### src/hw/rtl/dit_pkg.sv
`timescale 1ns / 1ps

package dit_pkg;

  localparam int unsigned MAX_ENTRIES = 8;
  localparam int unsigned IDX_W = (MAX_ENTRIES > 1) ? $clog2(MAX_ENTRIES) : 1;
  localparam int unsigned CNT_W = $clog2(MAX_ENTRIES + 1);

  // sub-function codes
  localparam logic [7:0] MODE_DEF_ID   = 8'd1;
  localparam logic [7:0] MODE_DEF_ADDR = 8'd2;
  localparam logic [7:0] MODE_CLEAR    = 8'd3;

  localparam logic [7:0] ADDR_FORMAT   = 8'h14;
  localparam logic [7:0] MIN_LEN_ID    = 8'd8;
  localparam logic [7:0] MIN_LEN_ADDR  = 8'd10;
  localparam logic [7:0] MIN_LEN_CLEAR = 8'd2;

  typedef enum logic [1:0] {
    ST_OK          = 2'd0,
    ST_LENGTH      = 2'd1,
    ST_RANGE       = 2'd2,
    ST_UNSUPPORTED = 2'd3
  } status_t;

  // outcome of the first-look checks on a request
  typedef enum logic [2:0] {
    ACT_LEN,
    ACT_RANGE,
    ACT_UNSUP,
    ACT_APPEND,
    ACT_SCAN
  } act_t;

  typedef struct packed {
    logic    load;
    logic    scan_clr;
    logic    scan_step;
    logic    append;
    logic    copy;
    logic    set_status;
    status_t status;
    logic    out_load;
  } dit_cmd_t;

  typedef struct packed {
    act_t act;
    logic hit;
    logic scan_last;
    logic is_clear;
    logic out_busy;
  } dit_sts_t;

endpackage

### src/hw/rtl/dit_if.sv
`timescale 1ns / 1ps

interface dit_req_if;
  logic        valid;
  logic        ready;
  logic [7:0]  mode;
  logic [7:0]  request_length;
  logic [15:0] dynamic_id;
  logic [15:0] source_id;
  logic [7:0]  source_position;
  logic [7:0]  data_size;
  logic [7:0]  format_code;
  logic [31:0] target_address;

  modport source (
    output valid, mode, request_length, dynamic_id, source_id,
           source_position, data_size, format_code, target_address,
    input  ready
  );
  modport sink (
    input  valid, mode, request_length, dynamic_id, source_id,
           source_position, data_size, format_code, target_address,
    output ready
  );
endinterface

interface dit_rsp_if;
  logic        valid;
  logic        ready;
  logic [1:0]  status;
  logic [7:0]  echoed_mode;
  logic [15:0] echoed_id;

  modport source (
    output valid, status, echoed_mode, echoed_id,
    input  ready
  );
  modport sink (
    input  valid, status, echoed_mode, echoed_id,
    output ready
  );
endinterface

### src/hw/rtl/dit_ctrl.sv
`timescale 1ns / 1ps

module dit_ctrl (
  input  logic             clk,
  input  logic             rst,
  input  logic             in_valid,
  output logic             in_ready,
  input  dit_pkg::dit_sts_t sts,
  output dit_pkg::dit_cmd_t cmd
);

  typedef enum logic [4:0] {
    S_IDLE   = 5'b00001,
    S_DECODE = 5'b00010,
    S_SCAN   = 5'b00100,
    S_COPY   = 5'b01000,
    S_FINISH = 5'b10000
  } state_t;

  state_t state;
  state_t state_next;

  always_ff @(posedge clk) begin
    if (rst) begin
      state <= S_IDLE;
    end else begin
      state <= state_next;
    end
  end

  always_comb begin
    state_next = state;
    cmd        = '0;
    cmd.status = dit_pkg::ST_OK;
    in_ready   = 1'b0;
    case (state)
      S_IDLE: begin
        in_ready = 1'b1;
        if (in_valid) begin
          cmd.load   = 1'b1;
          state_next = S_DECODE;
        end
      end
      S_DECODE: begin
        state_next     = S_FINISH;
        cmd.set_status = 1'b1;
        case (sts.act)
          dit_pkg::ACT_LEN:    cmd.status = dit_pkg::ST_LENGTH;
          dit_pkg::ACT_RANGE:  cmd.status = dit_pkg::ST_RANGE;
          dit_pkg::ACT_UNSUP:  cmd.status = dit_pkg::ST_UNSUPPORTED;
          dit_pkg::ACT_APPEND: cmd.append = 1'b1;
          dit_pkg::ACT_SCAN: begin
            cmd.set_status = 1'b0;
            cmd.scan_clr   = 1'b1;
            state_next     = S_SCAN;
          end
          default: cmd.status = dit_pkg::ST_UNSUPPORTED;
        endcase
      end
      S_SCAN: begin
        if (sts.hit) begin
          if (sts.is_clear) begin
            state_next = S_COPY;
          end else begin
            // identifier already defined
            cmd.set_status = 1'b1;
            cmd.status     = dit_pkg::ST_RANGE;
            state_next     = S_FINISH;
          end
        end else if (sts.scan_last) begin
          cmd.set_status = 1'b1;
          state_next     = S_FINISH;
          if (sts.is_clear) begin
            cmd.status = dit_pkg::ST_RANGE;
          end else begin
            cmd.append = 1'b1;
          end
        end else begin
          cmd.scan_step = 1'b1;
        end
      end
      S_COPY: begin
        cmd.copy       = 1'b1;
        cmd.set_status = 1'b1;
        state_next     = S_FINISH;
      end
      S_FINISH: begin
        if (!sts.out_busy) begin
          cmd.out_load = 1'b1;
          state_next   = S_IDLE;
        end
      end
      default: state_next = S_IDLE;
    endcase
  end

endmodule

### src/hw/rtl/dit_datapath.sv
`timescale 1ns / 1ps

module dit_datapath (
  input  logic              clk,
  input  logic              rst,
  dit_req_if.sink           req,
  dit_rsp_if.source         rsp,
  input  dit_pkg::dit_cmd_t cmd,
  output dit_pkg::dit_sts_t sts
);

  localparam int unsigned DEPTH = dit_pkg::MAX_ENTRIES;
  localparam int unsigned IW    = dit_pkg::IDX_W;
  localparam int unsigned CW    = dit_pkg::CNT_W;

  // captured request
  logic [7:0]  mode;
  logic [7:0]  req_len;
  logic [15:0] did;
  logic [15:0] src;
  logic [7:0]  pos;
  logic [7:0]  size;
  logic [7:0]  fmt;
  logic [31:0] addr;

  // table
  logic [15:0] entry_ident    [DEPTH];
  logic [15:0] entry_source   [DEPTH];
  logic [31:0] entry_position [DEPTH];
  logic [7:0]  entry_length   [DEPTH];
  logic [CW-1:0] count;
  logic [IW-1:0] idx;

  dit_pkg::status_t res_status;
  dit_pkg::act_t    act;

  logic          out_valid;
  logic [1:0]    out_status;
  logic [7:0]    out_mode;
  logic [15:0]   out_id;

  logic [CW-1:0] last_full;
  logic [IW-1:0] last;
  logic [IW-1:0] rd_idx;
  logic [IW-1:0] wr_idx;
  logic          full;
  logic          empty;
  logic [15:0]   wr_source;
  logic [31:0]   wr_position;

  always_ff @(posedge clk) begin
    if (cmd.load) begin
      mode    <= req.mode;
      req_len <= req.request_length;
      did     <= req.dynamic_id;
      src     <= req.source_id;
      pos     <= req.source_position;
      size    <= req.data_size;
      fmt     <= req.format_code;
      addr    <= req.target_address;
    end
  end

  assign last_full = count - CW'(1);
  assign last      = last_full[IW-1:0];
  assign full      = (count >= CW'(DEPTH));
  assign empty     = (count == '0);
  // one read port: the last slot while moving it, else the scan slot
  assign rd_idx    = cmd.copy ? last : idx;
  assign wr_idx    = cmd.copy ? idx : count[IW-1:0];

  always_comb begin
    if (mode == dit_pkg::MODE_DEF_ADDR) begin
      wr_source   = '0;
      wr_position = addr;
    end else begin
      wr_source   = src;
      wr_position = {24'd0, pos};
    end
  end

  always_ff @(posedge clk) begin
    if (cmd.append) begin
      entry_ident[wr_idx]    <= did;
      entry_source[wr_idx]   <= wr_source;
      entry_position[wr_idx] <= wr_position;
      entry_length[wr_idx]   <= size;
    end else if (cmd.copy) begin
      entry_ident[wr_idx]    <= entry_ident[rd_idx];
      entry_source[wr_idx]   <= entry_source[rd_idx];
      entry_position[wr_idx] <= entry_position[rd_idx];
      entry_length[wr_idx]   <= entry_length[rd_idx];
    end
  end

  always_ff @(posedge clk) begin
    if (rst) begin
      count <= '0;
    end else if (cmd.append) begin
      count <= count + CW'(1);
    end else if (cmd.copy) begin
      count <= last_full;
    end
  end

  always_ff @(posedge clk) begin
    if (cmd.scan_clr) begin
      idx <= '0;
    end else if (cmd.scan_step) begin
      idx <= idx + IW'(1);
    end
  end

  always_ff @(posedge clk) begin
    if (cmd.set_status) begin
      res_status <= cmd.status;
    end
  end

  // first-look checks, in the order the service defines them
  always_comb begin
    case (mode)
      dit_pkg::MODE_DEF_ID: begin
        if (req_len < dit_pkg::MIN_LEN_ID)    act = dit_pkg::ACT_LEN;
        else if (full)                        act = dit_pkg::ACT_RANGE;
        else if (empty)                       act = dit_pkg::ACT_APPEND;
        else                                  act = dit_pkg::ACT_SCAN;
      end
      dit_pkg::MODE_DEF_ADDR: begin
        if (req_len < dit_pkg::MIN_LEN_ADDR)  act = dit_pkg::ACT_LEN;
        else if (full)                        act = dit_pkg::ACT_RANGE;
        else if (fmt != dit_pkg::ADDR_FORMAT) act = dit_pkg::ACT_RANGE;
        else                                  act = dit_pkg::ACT_APPEND;
      end
      dit_pkg::MODE_CLEAR: begin
        if (req_len < dit_pkg::MIN_LEN_CLEAR) act = dit_pkg::ACT_LEN;
        else if (empty)                       act = dit_pkg::ACT_RANGE;
        else                                  act = dit_pkg::ACT_SCAN;
      end
      default: act = dit_pkg::ACT_UNSUP;
    endcase
  end

  assign sts.act       = act;
  assign sts.hit       = (entry_ident[rd_idx] == did);
  assign sts.scan_last = (CW'(idx) == last_full);
  assign sts.is_clear  = (mode == dit_pkg::MODE_CLEAR);
  assign sts.out_busy  = out_valid && !rsp.ready;

  always_ff @(posedge clk) begin
    if (rst) begin
      out_valid <= 1'b0;
    end else if (cmd.out_load) begin
      out_valid <= 1'b1;
    end else if (rsp.ready) begin
      out_valid <= 1'b0;
    end
  end

  always_ff @(posedge clk) begin
    if (cmd.out_load) begin
      out_status <= res_status;
      out_mode   <= (res_status == dit_pkg::ST_OK) ? mode : 8'd0;
      out_id     <= (res_status == dit_pkg::ST_OK) ? did : 16'd0;
    end
  end

  assign rsp.valid       = out_valid;
  assign rsp.status      = out_status;
  assign rsp.echoed_mode = out_mode;
  assign rsp.echoed_id   = out_id;

`ifndef NO_ASSERTIONS
  a_count_bound: assert property (@(posedge clk) disable iff (rst)
    count <= CW'(DEPTH))
    else $error("entry count above table depth");
  a_append_room: assert property (@(posedge clk) disable iff (rst)
    cmd.append |-> !full)
    else $error("append into a full table");
  a_copy_nonempty: assert property (@(posedge clk) disable iff (rst)
    cmd.copy |-> !empty && (CW'(idx) < count))
    else $error("removal outside the valid entries");
  a_out_load: assert property (@(posedge clk) disable iff (rst)
    cmd.out_load |=> out_valid)
    else $error("reply word not presented after load");
`endif

endmodule

### src/hw/rtl/dynamic_identifier_table.sv
`timescale 1ns / 1ps

// Channel  Dir  Interface    Word
// req      in   dit_req_if   one request: sub-function, length, ids, position, size, address
// rsp      out  dit_rsp_if   one reply: status, echoed sub-function and id
//
// Steps: accept, decode, then for a scanning request a compare of each table
// entry in turn (up to MAX_ENTRIES), a move of the last entry on a clear that
// hits, and loading of the reply; a new request is taken only after that load.
// The entry scan runs through the single table read port.
// Reset (rst, synchronous) empties the table; entry contents are not cleared.
// A stalled reply holds in the output register; the next request is accepted
// while it waits, and only its own reply waits for the register to drain.

module dynamic_identifier_table (
  input  logic      clk,
  input  logic      rst,
  dit_req_if.sink   req,
  dit_rsp_if.source rsp
);

  dit_pkg::dit_cmd_t cmd;
  dit_pkg::dit_sts_t sts;

  // controller: sequencing of checks, scan, swap-remove and reply
  dit_ctrl u_ctrl (
    .clk      (clk),
    .rst      (rst),
    .in_valid (req.valid),
    .in_ready (req.ready),
    .sts      (sts),
    .cmd      (cmd)
  );

  // datapath: request capture, entry table, count, reply register
  dit_datapath u_datapath (
    .clk (clk),
    .rst (rst),
    .req (req),
    .rsp (rsp),
    .cmd (cmd),
    .sts (sts)
  );

endmodule
### src/flat_wrapper.sv
// flat-port wrapper written by rule: the top's interface ports become plain ports
module dynamic_identifier_table_flat 
  (clk, rst, req_valid, req_mode, req_request_length, req_dynamic_id, req_source_id, req_source_position, req_data_size, req_format_code, req_target_address, req_ready, rsp_valid, rsp_status, rsp_echoed_mode, rsp_echoed_id, rsp_ready);
  dit_req_if req_i ();
  dit_rsp_if rsp_i ();
  input  logic clk;
  input  logic rst;
  input wire logic [$bits(req_i.valid)-1:0] req_valid;
  input wire logic [$bits(req_i.mode)-1:0] req_mode;
  input wire logic [$bits(req_i.request_length)-1:0] req_request_length;
  input wire logic [$bits(req_i.dynamic_id)-1:0] req_dynamic_id;
  input wire logic [$bits(req_i.source_id)-1:0] req_source_id;
  input wire logic [$bits(req_i.source_position)-1:0] req_source_position;
  input wire logic [$bits(req_i.data_size)-1:0] req_data_size;
  input wire logic [$bits(req_i.format_code)-1:0] req_format_code;
  input wire logic [$bits(req_i.target_address)-1:0] req_target_address;
  output wire logic [$bits(req_i.ready)-1:0] req_ready;
  output wire logic [$bits(rsp_i.valid)-1:0] rsp_valid;
  output wire logic [$bits(rsp_i.status)-1:0] rsp_status;
  output wire logic [$bits(rsp_i.echoed_mode)-1:0] rsp_echoed_mode;
  output wire logic [$bits(rsp_i.echoed_id)-1:0] rsp_echoed_id;
  input wire logic [$bits(rsp_i.ready)-1:0] rsp_ready;
  assign req_i.valid = req_valid;
  assign req_i.mode = req_mode;
  assign req_i.request_length = req_request_length;
  assign req_i.dynamic_id = req_dynamic_id;
  assign req_i.source_id = req_source_id;
  assign req_i.source_position = req_source_position;
  assign req_i.data_size = req_data_size;
  assign req_i.format_code = req_format_code;
  assign req_i.target_address = req_target_address;
  assign req_ready = req_i.ready;
  assign rsp_valid = rsp_i.valid;
  assign rsp_status = rsp_i.status;
  assign rsp_echoed_mode = rsp_i.echoed_mode;
  assign rsp_echoed_id = rsp_i.echoed_id;
  assign rsp_i.ready = rsp_ready;
  dynamic_identifier_table u_core (.clk(clk), .rst(rst), .req(req_i), .rsp(rsp_i));
endmodule
### config.mk
export PLATFORM = sky130hd
export DESIGN_NAME = dynamic_identifier_table_flat
export DESIGN_NICKNAME = d
export VERILOG_FILES = /design/src/hw/rtl/dit_pkg.sv /design/src/hw/rtl/dit_if.sv /design/src/hw/rtl/dit_ctrl.sv /design/src/hw/rtl/dit_datapath.sv /design/src/hw/rtl/dynamic_identifier_table.sv /design/src/flat_wrapper.sv
export SDC_FILE = /design/constraint.sdc
export NUM_CORES = 1
export LEC_CHECK = 0
export ABC_AREA = 1
export BUFFER_PORTS_ARGS = -buffer_cell sky130_fd_sc_hd__buf_4
export CAP_MARGIN = 20
export CORE_MARGIN = 5
export CORE_UTILIZATION = 55
export CTS_CLUSTER_DIAMETER = 60
export DETAILED_ROUTE_END_ITERATION = 8
export GPL_TIMING_DRIVEN = 0
export PLACE_DENSITY_LB_ADDON = 0.15
export SLEW_MARGIN = 20
export SYNTH_ARGS = -nofsm -noshare
export SYNTH_HDL_FRONTEND = slang
export SYNTH_SLANG_ARGS = --single-unit
export TNS_END_PERCENT = 20
### constraint.sdc
create_clock -name clk -period 4.51 [get_ports clk]
set_clock_uncertainty 0.1 [all_clocks]
set_input_delay 1.1275 -clock clk [delete_from_list [all_inputs] [get_ports clk]]
set_output_delay 1.1275 -clock clk [all_outputs]
set_load 0.01 [all_outputs]
==> results.txt, run 1 <==
----------------------------------------------------
[Outcome]
  Result of the run ... finished, final reports clean

[Global routing]
  Final global-route overflow total ... 0
  Number of global-route vias before repair ... 6430
  Maximum number of pins on one net before global-route repair ... 29
  GRT Overall Usage ... 24.5%
  Number of antenna violations at the first check in global routing ... 0
  Global-route wire length before repair ... 34.5 mm

[Die]
  Initial core utilization ... 55.8%
  Die Wd ... 137 um
  Die area ... 18600 um2
  Core ar. ... 15800 um2
  Overall die height ... 137 um
  I/O pin cnt ... 136
  Cell row count ... 46

[Clock network]
  Maximum count of clock buffers along a single path ... 3
  CTS tree ... yes
  Clock-pin slew of the registers on the worst-case setup and hold paths ... 0.06 ns
  # hold bufs at CTS ... 0
  Root Buffer Master ... clkbuf_16
  Source-to-sink clock delay at the later pin of the worst-skew pair ... 0.50 ns
  Deepest level of the CTS H-tree ... 1
  TritonCTS buffer count ... 23
  Sinks on Clock Net ... 208

[Synthesis]
  Syn_nets ... 908
  Synthesized cell area ... 8800 um2
  Post-synthesis instance total ... 797
  Average instance area after synthesis ... 11.0 um2
  Sequential cell area fraction in the yosys report ... 69.5%
  Ys flop type ... edfxtp_1
  Cell variety after synth ... 38
  Register bit total from synthesis ... 208
  Number of synthesized flops with an enable pin ... 195
  Syn. warnings ... 0
  Async S/R FF share, synth ... 0%

[Hold path]
  Class of the worst hold path ... reg -> reg
  Worst Hold Depth ... 0

[Layout]
  Most common cell after layout, fill and taps aside ... nand2_1
  Fraction of layout instances using a drive strength above 1 ... 16.8%
  Commonest cells after routing, fill and taps aside ... nand2_1, edfxtp_1, nand3_1, buf_4, inv_1
  Area overhead of the layout relative to synthesis ... 18.5%
  Final nets ... 1009
  Post-route design area ... 10400 um2
  Count of fill cells added during filler insertion ... 1250
  Multi-input gate area in the final layout ... 2340 um2
  Final core occ ... 66.2%
  Sequential cell area ... 6120 um2
  Antenna diodes ... 0

[Placement]
  Post-DP HPWL ... 14.8 mm
  Buffers on Ports ... 70
  Post-place setup slack ... 0.251 ns
  Placer's final routability congestion estimate ... 0.849
  Placed Area ... 9710 um2

[Routing]
  DRT Wirelength ... 22.5 mm
  Antenna-violating nets left ... 0
  Vias per Instance ... 5.65
  1st-pass router iterations ... 5
  Total number of vias ... 6376
  Wire per inst ... 19.9 um
  Starting DRT DRC Count ... 693
  Remaining DRCs ... 0

[STA]
  Final count of negative-setup-slack endpoints ... 0
  Headroom to the max-slew limit ... 37.4%
  Slew at the pin closest to its max-slew limit ... 0.938 ns
  Final worst path period need ... 4.27 ns
  Fmax achieved ... 234 MHz
  Final Hold Vio Count ... 0
  Crit share post-route ... 94.7%
  Max-slew violations ... 0
  Setup WS post-layout ... 0.237 ns

[Setup path]
  Capture point of the critical path ... u_core.u_datapath.entry_ident[2][5]$_DFFE_PP_
  Cell-by-cell trace of the critical path ... clkbuf_2 > inv_1 > ha_1 > inv_1 > o21ai_2 > buf_2 > nand3_1 > nand3_1 > nand3_1 > nand2_1 > nor2_1 > nand2_1 > nor2_1 > nand2_1 > nand3_2 > nand3_4 > nand3_1 > inv_2 > nand2_1 > inv_1
  CP arrival ... 4.29 ns
  Slowest library cell on the worst path ... inv_1
  Maximum cell stage delay along the critical path ... 0.67 ns
  Setup slack of the most critical reg-to-reg path ... 0.24 ns
  Kind of capture point of the worst setup path ... flop
  Worst Setup Path Type ... reg -> reg
  Data required time of the worst path ... 4.53 ns
  Reg-to-reg startpoint ... u_core.u_datapath.count[0]$_SDFFE_PP0P_
  Depth of the worst register-to-register path ... 20
  Endpoint of the worst-slack reg-to-reg timing path ... u_core.u_datapath.entry_ident[2][5]$_DFFE_PP_
  Startpoint class of the critical path ... flop
  Critical-path maximum fanout ... 16
  Worst setup path startpoint ... u_core.u_datapath.count[0]$_SDFFE_PP0P_

[Flow run]
  Max-capacitance violation count ... 0

[Power]
  Worst supply voltage drop on vdd ... 287 uV
  Leakage power summed over all cells ... 4.14 nW
  Sum of internal, switching and leakage power ... 4.14 mW
  Total power per unit cell area ... 396 nW/um2

----------------------------------------------------
repair_timing:
| item | CTS | global route |
|---|---|---|
| setup endpoints to repair | 0 | 16 |
| setup buffers | 0 | 1 |
| resized for setup | 0 | 1 |
layout make-up:
cell class	instances	share of cell area, %
inverter	63	2.35
buffer	27	1.27
tap	216	2.59
sequential	208	58.6
multi-input combinational	499	22.4
clock buffer	30	5.77
clock inverter	10	0.983
timing repair buffer	76	6.04
layer usage:
metal,vias up,part of all wire (%),GRT usage [%]
li1,2959,-,-
met1,3073,39,32.2
met2,282,50,41.3
met3,62,7.5,4.30
met4,0,3.3,8.34
met5,-,0,0
state kept, by name, summed over array words and instances, names as in the netlist, 3 cells and up:
signal                             count
u_core.u_datapath.fmt                  8
u_core.u_datapath.req_len              7
u_core.u_datapath.rsp.echoed_mode      8
u_core.u_datapath.idx                  3
u_core.u_datapath.count                4
u_core.u_ctrl.state                    5
u_core.u_datapath.entry_ident        128
u_core.u_datapath.rsp.echoed_id       16
u_core.u_datapath.mode                 8
u_core.u_datapath.did                 16
power breakdown:
group	internal, mW	total (mW)	switching [mW]
sequential	2.16	2.18	0.0181
combinational	0.0653	0.192	0.127
clock	1.05	1.77	0.715
total	3.28	4.14	0.860
worst max-delay path, delay by kind of cell (launching register included):
kind / cells / cell delay [ns]
adder cells (fa/ha/maj): 1 / 0.36
AND/OR/NAND/NOR: 12 / 1.23
AO/OA/AOI/OAI: 1 / 0.32
buffers and inverters: 6 / 1.51
flip-flops: 1 / 0.34
how the worst min path moves through the flow:
stage                                                    startpoint                                        end
after floorplan           u_core.u_datapath.res_status[0]$_DFFE_PP_  u_core.u_datapath.rsp.status[0]$_DFFE_PP_
after global placement    u_core.u_datapath.res_status[0]$_DFFE_PP_  u_core.u_datapath.rsp.status[0]$_DFFE_PP_
after detailed placement  u_core.u_datapath.res_status[1]$_DFFE_PP_  u_core.u_datapath.rsp.status[1]$_DFFE_PP_
after CTS                 u_core.u_datapath.res_status[1]$_DFFE_PP_  u_core.u_datapath.rsp.status[1]$_DFFE_PP_
after global routing      u_core.u_datapath.res_status[1]$_DFFE_PP_  u_core.u_datapath.rsp.status[1]$_DFFE_PP_
final                     u_core.u_datapath.res_status[1]$_DFFE_PP_  u_core.u_datapath.rsp.status[1]$_DFFE_PP_
Yosys cell counts (3+ instances only):
cell type    n  area, um2
nand2_1    223        837
edfxtp_1   195       5860
nand3_1    132        661
nor2_1      61        229
inv_1       59        221
o21ai_0     22        110
buf_2       18       90.1
dfxtp_1     13        260
nand4_1     10       62.6
a21oi_1      7       35.0
nor3_1       7       35.0
clkbuf_1     6       22.5
nor4_1       5       31.3
ha_1         3       37.5
inv_2        3       11.3
o21ai_1      3       15.0
xor2_1       3       26.3
kinds of logic after synthesis:
kind of cell,Yosys count,synth area share [%]
simple gates,449,22.6
flops,208,69.5
buf+inv,90,4.25
compound gates,43,2.90
xor+xnor,4,0.398
fa+ha+maj,3,0.426
through the flow:
step	setup TNS, ns	hold WS (ns)	std cells
final	0	0.338	1129
after global placement	-9.89	0.328	1083
after detailed placement	0	0.331	1088
after global routing	-0.00639	0.357	1129
after floorplan	0	0.317	797
after CTS	0	0.339	1128
No activity file was read; power rests on OpenSTA's default activity.
==> inputs of run 2 (changes only) <==
--- a/config.mk
+++ b/config.mk
@@ -14,6 +14,7 @@
 export DETAILED_ROUTE_END_ITERATION = 8
 export GPL_TIMING_DRIVEN = 0
 export PLACE_DENSITY_LB_ADDON = 0.15
+export REMOVE_ABC_BUFFERS = 1
 export SLEW_MARGIN = 20
 export SYNTH_ARGS = -nofsm -noshare
 export SYNTH_HDL_FRONTEND = slang
==> run 2 against run 1 <==
Compared with the run above: combinational power shrank 3%; first-iteration DRC count shrank 44%; clock-buffer cell count is the same; routed wire length shrank 11%; total power grew 5.3%.
==> results.txt, run 2 (synthesized netlist as in run 1, its figures left out) <==
----------------------------------------------------
[STA]
  Fmax achieved ... 240 MHz (+2.4%)
  Final worst path period need ... 4.17 ns (-0.101 ns)
  Unrepaired setup endpoints after global routing ... false
  Crit share post-route ... 92.5% (-2.2 points)
  Slew at the pin closest to its max-slew limit ... 0.927 ns (-0.0106 ns)
  Max-slew violations ... 0 (unchanged)
  Setup total negative slack ... 0 ns (unchanged)
  Final Hold Vio Count ... 0 (unchanged)
  Minimum hold slack ... 0.342 ns (+0.00426 ns)
  Headroom to the max-slew limit ... 38.1% (+0.70 points)
  Final count of negative-setup-slack endpoints ... 0 (unchanged)

[Routing]
  Antenna-violating nets left ... 0 (unchanged)
  Starting DRT DRC Count ... 386 (-44%)
  1st-pass router iterations ... 5 (unchanged)
  Wire per inst ... 18.1 um (-9.3%)
  Total number of vias ... 6065 (-4.9%)
  DRT Wirelength ... 20.0 mm (-11%)
  Remaining DRCs ... 0 (unchanged)
  Vias per Instance ... 5.47 (-3.1%)

[Layout]
  Antenna diodes ... 0 (unchanged)
  Register with the most flip-flops ... u_core.u_datapath.entry_ident
  Final instance count without filler cells ... 1108 (-1.9%)
  Area overhead of the layout relative to synthesis ... 19.6%
  Fraction of layout instances using a drive strength above 1 ... 15.8% (-0.95 points)
  Commonest cells after routing, fill and taps aside ... nand2_1, edfxtp_1, nand3_1, buf_4, inv_1
  Max FFs per register ... 128 (unchanged)
  Most common cell after layout, fill and taps aside ... nand2_1
  Final nets ... 987 (-2.2%)

[Hold path]
  Class of the worst hold path ... reg -> reg
  Worst Min Path Start ... u_core.u_datapath.res_status[0]$_DFFE_PP_

[Die]
  Initial core utilization ... 55.8% (unchanged)
  I/O pin cnt ... 136 (unchanged)
  Die area ... 18600 um2 (unchanged)
  Overall die height ... 137 um (unchanged)
  Cell row count ... 46 (unchanged)
  Die Wd ... 137 um (unchanged)
  Core ar. ... 15800 um2 (unchanged)

[Setup path]
  Startpoint class of the critical path ... flop
  Largest delay share family, worst path ... simple AND/OR/NAND/NOR gates
  Kind of capture point of the worst setup path ... flop
  Slowest library cell on the worst path ... inv_1
  Critical-path maximum fanout ... 17 (+1)
  Worst Setup Path Type ... reg -> reg
  Reg-to-reg startpoint ... u_core.u_datapath.count[0]$_SDFFE_PP0P_
  Worst setup path startpoint ... u_core.u_datapath.count[0]$_SDFFE_PP0P_
  Buffers & Inverters on Critical Path ... 4 (-2)
  Cell-by-cell trace of the critical path ... inv_1 > ha_1 > o21ai_4 > buf_16 > nand3_1 > nand3_1 > nand3_1 > nand2_1 > nor2_1 > nand2_1 > nor2_1 > nand2_1 > nand3_2 > nand3_4 > nand3_1 > inv_2 > nand2_1 > inv_1
  Maximum cell stage delay along the critical path ... 0.62 ns (-0.05 ns)
  CP arrival ... 4.19 ns (-0.10 ns)
  Data required time of the worst path ... 4.53 ns (about the same)

[Outcome]
  Result of the run ... finished, final reports clean

[Clock network]
  Maximum count of clock buffers along a single path ... 3 (unchanged)
  TritonCTS buffer count ... 23 (unchanged)
  Root Buffer Master ... clkbuf_16
  Deepest level of the CTS H-tree ... 1 (unchanged)
  CTS tree ... yes
  Clock-pin slew of the registers on the worst-case setup and hold paths ... 0.06 ns (about the same)
  # hold bufs at CTS ... 0 (unchanged)
  Sinks on Clock Net ... 208 (unchanged)
  Source-to-sink clock delay at the later pin of the worst-skew pair ... 0.50 ns (about the same)

[Global routing]
  Global-route wire length before repair ... 31.5 mm (-8.9%)
  Maximum number of pins on one net before global-route repair ... 65 (+120%)
  Number of antenna violations at the first check in global routing ... 0 (unchanged)
  Final global-route overflow total ... 0 (unchanged)
  Number of global-route vias before repair ... 6051 (-5.9%)
  GRT Overall Usage ... 21.8% (-2.7 points)

[Placement]
  Placer's final routability congestion estimate ... 0.818 (-3.7%)
  Buffers on Ports ... 70 (unchanged)
  Cell count after placement ... 1064 (-2.2%)
  Post-DP HPWL ... 12.4 mm (-16%)

[Power]
  Total power per unit cell area ... 413 nW/um2 (+4.3%)
  Sum of internal, switching and leakage power ... 4.35 mW (+5.3%)
  Worst supply voltage drop on vdd ... 308 uV (+7.3%)
  Leakage power summed over all cells ... 4.15 nW (about the same)

[Flow run]
  Max-capacitance violation count ... 0 (unchanged)

----------------------------------------------------
run 2: changes by cell type in the layout (fill, tap and decap cells not counted), moves of 2 or more:
cell,delta
clkinv_2,-5
buf_8,-2
buf_2,-18
bufinv_16,+3
o21ai_4,+2
clkinvlp_4,+2
clkbuf_8,+3
clkbuf_1,-9
buf_4,+2
o21ai_2,-2
buf_16,+3
run 2: path summary, 6_finish.rpt:
kind	endpoint	slack [ns]	cells after the start
worst min register to register	u_core.u_datapath.rsp.status[0]$_DFFE_PP_	0.34	0
worst max-delay path	u_core.u_datapath.entry_ident[2][10]$_DFFE_PP_	0.34	18
worst min-delay path	u_core.u_datapath.rsp.status[0]$_DFFE_PP_	0.34	0
worst max register to register	u_core.u_datapath.entry_ident[2][10]$_DFFE_PP_	0.34	18
run 2: per-stage QoR:
step	utilization (%)	area [um2]	worst slack (ns)
after floorplan	-	8670	0.737
after global placement	60.0	9470	-1.19
after detailed placement	61.3	9660	-0.104
after CTS	66.5	10500	0.0208
after global routing	66.8	10500	0.0618
final	66.8	10500	0.338
run 2: repair_timing:
item                       CTS  global route
setup buffers                1             2
gates resized for setup      1             1
pin swaps                    1             1
hold endpoints to repair     0             0
setup endpoints to repair   68            96
run 2: final cells by class:
type | count | area [um2]
clock buffer | 30 | 632
clock inverter | 11 | 186
fill | 1191 | 5240
inverter | 63 | 245
multi-input combinational | 499 | 2360
sequential | 208 | 6120
tap | 216 | 270
timing repair buffer | 81 | 721
run 2: routing by layer:
layer	vias up	track usage, %	part of all wire, %
met4	0	6.22	2.2
met5	-	0	0
met3	38	2.98	6.6
li1	2916	-	-
met1	2929	29.5	41
met2	182	37.2	50
run 2: worst register-to-register path, delay by kind of cell, from the launching register on:
family | cells | cell delay [ns]
AO/OA/AOI/OAI | 1 | 0.58
flip-flops | 1 | 0.50
buffers and inverters | 4 | 1.07
AND/OR/NAND/NOR | 12 | 1.13
adder cells (fa/ha/maj) | 1 | 0.39
run 2: where the power goes:
part           total (mW)  switching (mW)  leakage (nW)  internal, mW
Sequential           2.17          0.0170          1.88          2.16
Combinational       0.186           0.119          1.87        0.0667
Clock                1.99           0.722         0.392          1.27
Total                4.35           0.858          4.15          3.50
==> inputs of run 3 (changes only) <==
--- a/config.mk
+++ b/config.mk
@@ -6,12 +6,12 @@
 export NUM_CORES = 1
 export LEC_CHECK = 0
 export ABC_AREA = 1
-export BUFFER_PORTS_ARGS = -buffer_cell sky130_fd_sc_hd__buf_4
 export CAP_MARGIN = 20
 export CORE_MARGIN = 5
 export CORE_UTILIZATION = 55
 export CTS_CLUSTER_DIAMETER = 60
 export DETAILED_ROUTE_END_ITERATION = 8
+export DONT_BUFFER_PORTS = 1
 export GPL_TIMING_DRIVEN = 0
 export PLACE_DENSITY_LB_ADDON = 0.15
 export REMOVE_ABC_BUFFERS = 1
==> run 3 against run 2 <==
Compared with the run above: cell count shrank 6.0%; setup slack gained 0.011 ns; die area is the same; routed wire length shrank 1.6%; first-iteration DRC count grew 23%; clock-buffer cell count grew 4; global-route usage shrank 0.76 points; sequential power is essentially flat; combinational power shrank 17%; largest cell class unchanged; sequential share of layout area grew 3.8 points.
==> results.txt, run 3 (synthesized netlist as in run 1, its figures left out) <==
----------------------------------------------------
[Placement]
  Cell count after placement ... 993 (-6.7%)
  Post-DP HPWL ... 11.9 mm (-4.0%)
  Placer's final routability congestion estimate ... 0.817 (-0.15%)
  Buffers on Ports ... 0 (-100%)
  Placed Area ... 9120 um2 (-5.6%)

[Setup path]
  Depth of the worst register-to-register path ... 18 (unchanged)
  Worst setup path startpoint ... u_core.u_ctrl.state[4]$_SDFFE_PP0P_
  Critical-path maximum fanout ... 37 (+20)
  Reg-to-reg startpoint ... u_core.u_ctrl.state[4]$_SDFFE_PP0P_
  Data required time of the worst path ... 4.53 ns (about the same)
  CP arrival ... 4.18 ns (about the same)
  Worst Setup Path Type ... reg -> reg
  Endpoint of the worst-slack reg-to-reg timing path ... u_core.u_datapath.entry_ident[7][0]$_DFFE_PP_
  Startpoint class of the critical path ... flop
  Setup slack of the most critical reg-to-reg path ... 0.35 ns (about the same)
  Kind of capture point of the worst setup path ... flop
  Capture point of the critical path ... u_core.u_datapath.entry_ident[7][0]$_DFFE_PP_

[Layout]
  Register with the most flip-flops ... u_core.u_datapath.entry_ident
  Area overhead of the layout relative to synthesis ... 12.3%
  Commonest cells after routing, fill and taps aside ... nand2_1, edfxtp_1, nand3_1, inv_1, nor2_1
  Max FFs per register ... 128 (unchanged)
  Sequential cell area ... 6120 um2 (unchanged)
  Antenna diodes ... 0 (unchanged)
  Count of fill cells added during filler insertion ... 1224 (+2.8%)
  Most common cell after layout, fill and taps aside ... nand2_1
  Fraction of layout instances using a drive strength above 1 ... 8.12% (-7.7 points)
  Final nets ... 920 (-6.8%)
  Post-route design area ... 9880 um2 (-6.1%)
  Multi-input gate area in the final layout ... 2360 um2 (+0.21%)
  Final instance count without filler cells ... 1041 (-6.0%)

[Clock network]
  Root Buffer Master ... clkbuf_16
  Maximum count of clock buffers along a single path ... 3 (unchanged)
  # hold bufs at CTS ... 0 (unchanged)
  Deepest level of the CTS H-tree ... 1 (unchanged)
  Sinks on Clock Net ... 208 (unchanged)
  CTS tree ... yes
  TritonCTS buffer count ... 23 (unchanged)
  Source-to-sink clock delay at the later pin of the worst-skew pair ... 0.50 ns (about the same)
  Clock-pin slew of the registers on the worst-case setup and hold paths ... 0.06 ns (about the same)

[Power]
  Leakage power summed over all cells ... 3.74 nW (-9.8%)
  Total power per unit cell area ... 402 nW/um2 (-2.7%)
  Worst supply voltage drop on vdd ... 274 uV (-11%)

[Die]
  I/O pin cnt ... 136 (unchanged)
  Cell row count ... 46 (unchanged)
  Die Wd ... 137 um (unchanged)
  Core ar. ... 15800 um2 (unchanged)
  Die area ... 18600 um2 (unchanged)
  Overall die height ... 137 um (unchanged)
  Initial core utilization ... 55.8% (unchanged)

[STA]
  Crit share post-route ... 92.3% (-0.25 points)
  Fmax achieved ... 240 MHz (+0.27%)
  Final count of negative-setup-slack endpoints ... 0 (unchanged)
  Max-slew violations ... 0 (unchanged)
  Final worst path period need ... 4.16 ns (-0.0112 ns)
  Unrepaired setup endpoints after global routing ... false
  Headroom to the max-slew limit ... 39.5% (+1.3 points)
  Slew at the pin closest to its max-slew limit ... 0.907 ns (-0.0202 ns)
  Final Hold Vio Count ... 0 (unchanged)

[Routing]
  Starting DRT DRC Count ... 476 (+23%)
  Remaining DRCs ... 0 (unchanged)
  Antenna-violating nets left ... 0 (unchanged)
  Vias per Instance ... 5.65 (+3.2%)
  1st-pass router iterations ... 5 (unchanged)
  Total number of vias ... 5882 (-3.0%)
  DRT Wirelength ... 19.7 mm (-1.6%)
  Wire per inst ... 18.9 um (+4.7%)

[Global routing]
  Number of global-route vias before repair ... 5558 (-8.1%)
  Global-route wire length before repair ... 30.0 mm (-4.6%)
  GRT Overall Usage ... 21.0% (-0.76 points)
  Final global-route overflow total ... 0 (unchanged)
  Number of antenna violations at the first check in global routing ... 0 (unchanged)
  Maximum number of pins on one net before global-route repair ... 65 (unchanged)

[Outcome]
  Result of the run ... finished, final reports clean

[Flow run]
  Max-capacitance violation count ... 0 (unchanged)

[Hold path]
  Class of the worst hold path ... reg -> reg

----------------------------------------------------
## run 3: cell types whose count changed in the layout (fill, tap and decap cells not counted), sizes merged
cell	before	now
clkinv	4	7
inv	62	60
clkbuf	30	34
buf	81	14
bufinv	5	0
## run 3: worst max-delay path: stages (launching register included)
cell and delay [ns]:
dfxtp_1 0.36, inv_1 0.15, nand3_4 0.29, clkinv_4 0.34, nand2_2 0.20, o21ai_4 0.08
inv_2 0.36, nand3_1 0.18, nand2_1 0.11, nand2_1 0.06, nand2_1 0.12, nor2_1 0.08
nand2_1 0.08, nor2_1 0.05, nand2_1 0.15, nand3_2 0.14, nand3_4 0.14, nand3_1 0.11
inv_1 0.67
## run 3: where the power goes
group          switching [mW]  internal (mW)  leakage (nW)
sequential             0.0179           2.16          1.88
clock                   0.700          0.945         0.313
combinational           0.113         0.0424          1.54
total                   0.831           3.14          3.74
## run 3: how the worst min path moves through the flow
stage	start	cells after the start	to	slack (ns)
after global routing	u_core.u_datapath.res_status[1]$_DFFE_PP_	0	u_core.u_datapath.rsp.status[1]$_DFFE_PP_	0.36
after global placement	u_core.u_datapath.res_status[0]$_DFFE_PP_	0	u_core.u_datapath.rsp.status[0]$_DFFE_PP_	0.32
after detailed placement	u_core.u_datapath.res_status[1]$_DFFE_PP_	0	u_core.u_datapath.rsp.status[1]$_DFFE_PP_	0.33
after floorplan	u_core.u_datapath.res_status[0]$_DFFE_PP_	0	u_core.u_datapath.rsp.status[0]$_DFFE_PP_	0.32
after CTS	u_core.u_datapath.res_status[1]$_DFFE_PP_	0	u_core.u_datapath.rsp.status[1]$_DFFE_PP_	0.34
final	u_core.u_datapath.res_status[1]$_DFFE_PP_	0	u_core.u_datapath.rsp.status[1]$_DFFE_PP_	0.34
## run 3: per-stage QoR
step                setup slack [ns]  util [%]  hold slack (ns)  setup TNS, ns  total power [mW]
finish                         0.349      62.7            0.342              0              3.98
global route                   0.106      62.7            0.359              0              4.10
CTS                            0.202      62.2            0.342              0              4.00
detailed placement            -0.184      57.8            0.328          -7.87              2.37
global placement               -1.19      56.7            0.322         -95.94              2.35
floorplan                      0.737         -            0.317              0              2.31
## run 3: final cells by class
| cell class | instances | area share (%) |
|---|---|---|
| clock buffers | 34 | 6.24 |
| clock inverters | 7 | 0.380 |
| inverters | 63 | 2.52 |
| multi-input cells | 499 | 23.9 |
| flip-flops and latches | 208 | 61.9 |
| well taps | 216 | 2.73 |
| repair buffers | 14 | 2.33 |
## run 3: metal layers
metal | track usage (%) | up-vias | part of all wire [%]
li1 | - | 2785 | -
met1 | 29.0 | 2846 | 43
met2 | 34.4 | 213 | 49
met3 | 3.16 | 38 | 6.1
met4 | 7.28 | 0 | 2.5
met5 | 0 | - | 0
## run 3: what timing repair did
item	4_1_cts	5_1_grt
gates cloned	0	0
setup buffers	4	3
gates resized for setup	2	2
pin swaps	2	1
setup endpoints to repair	88	32
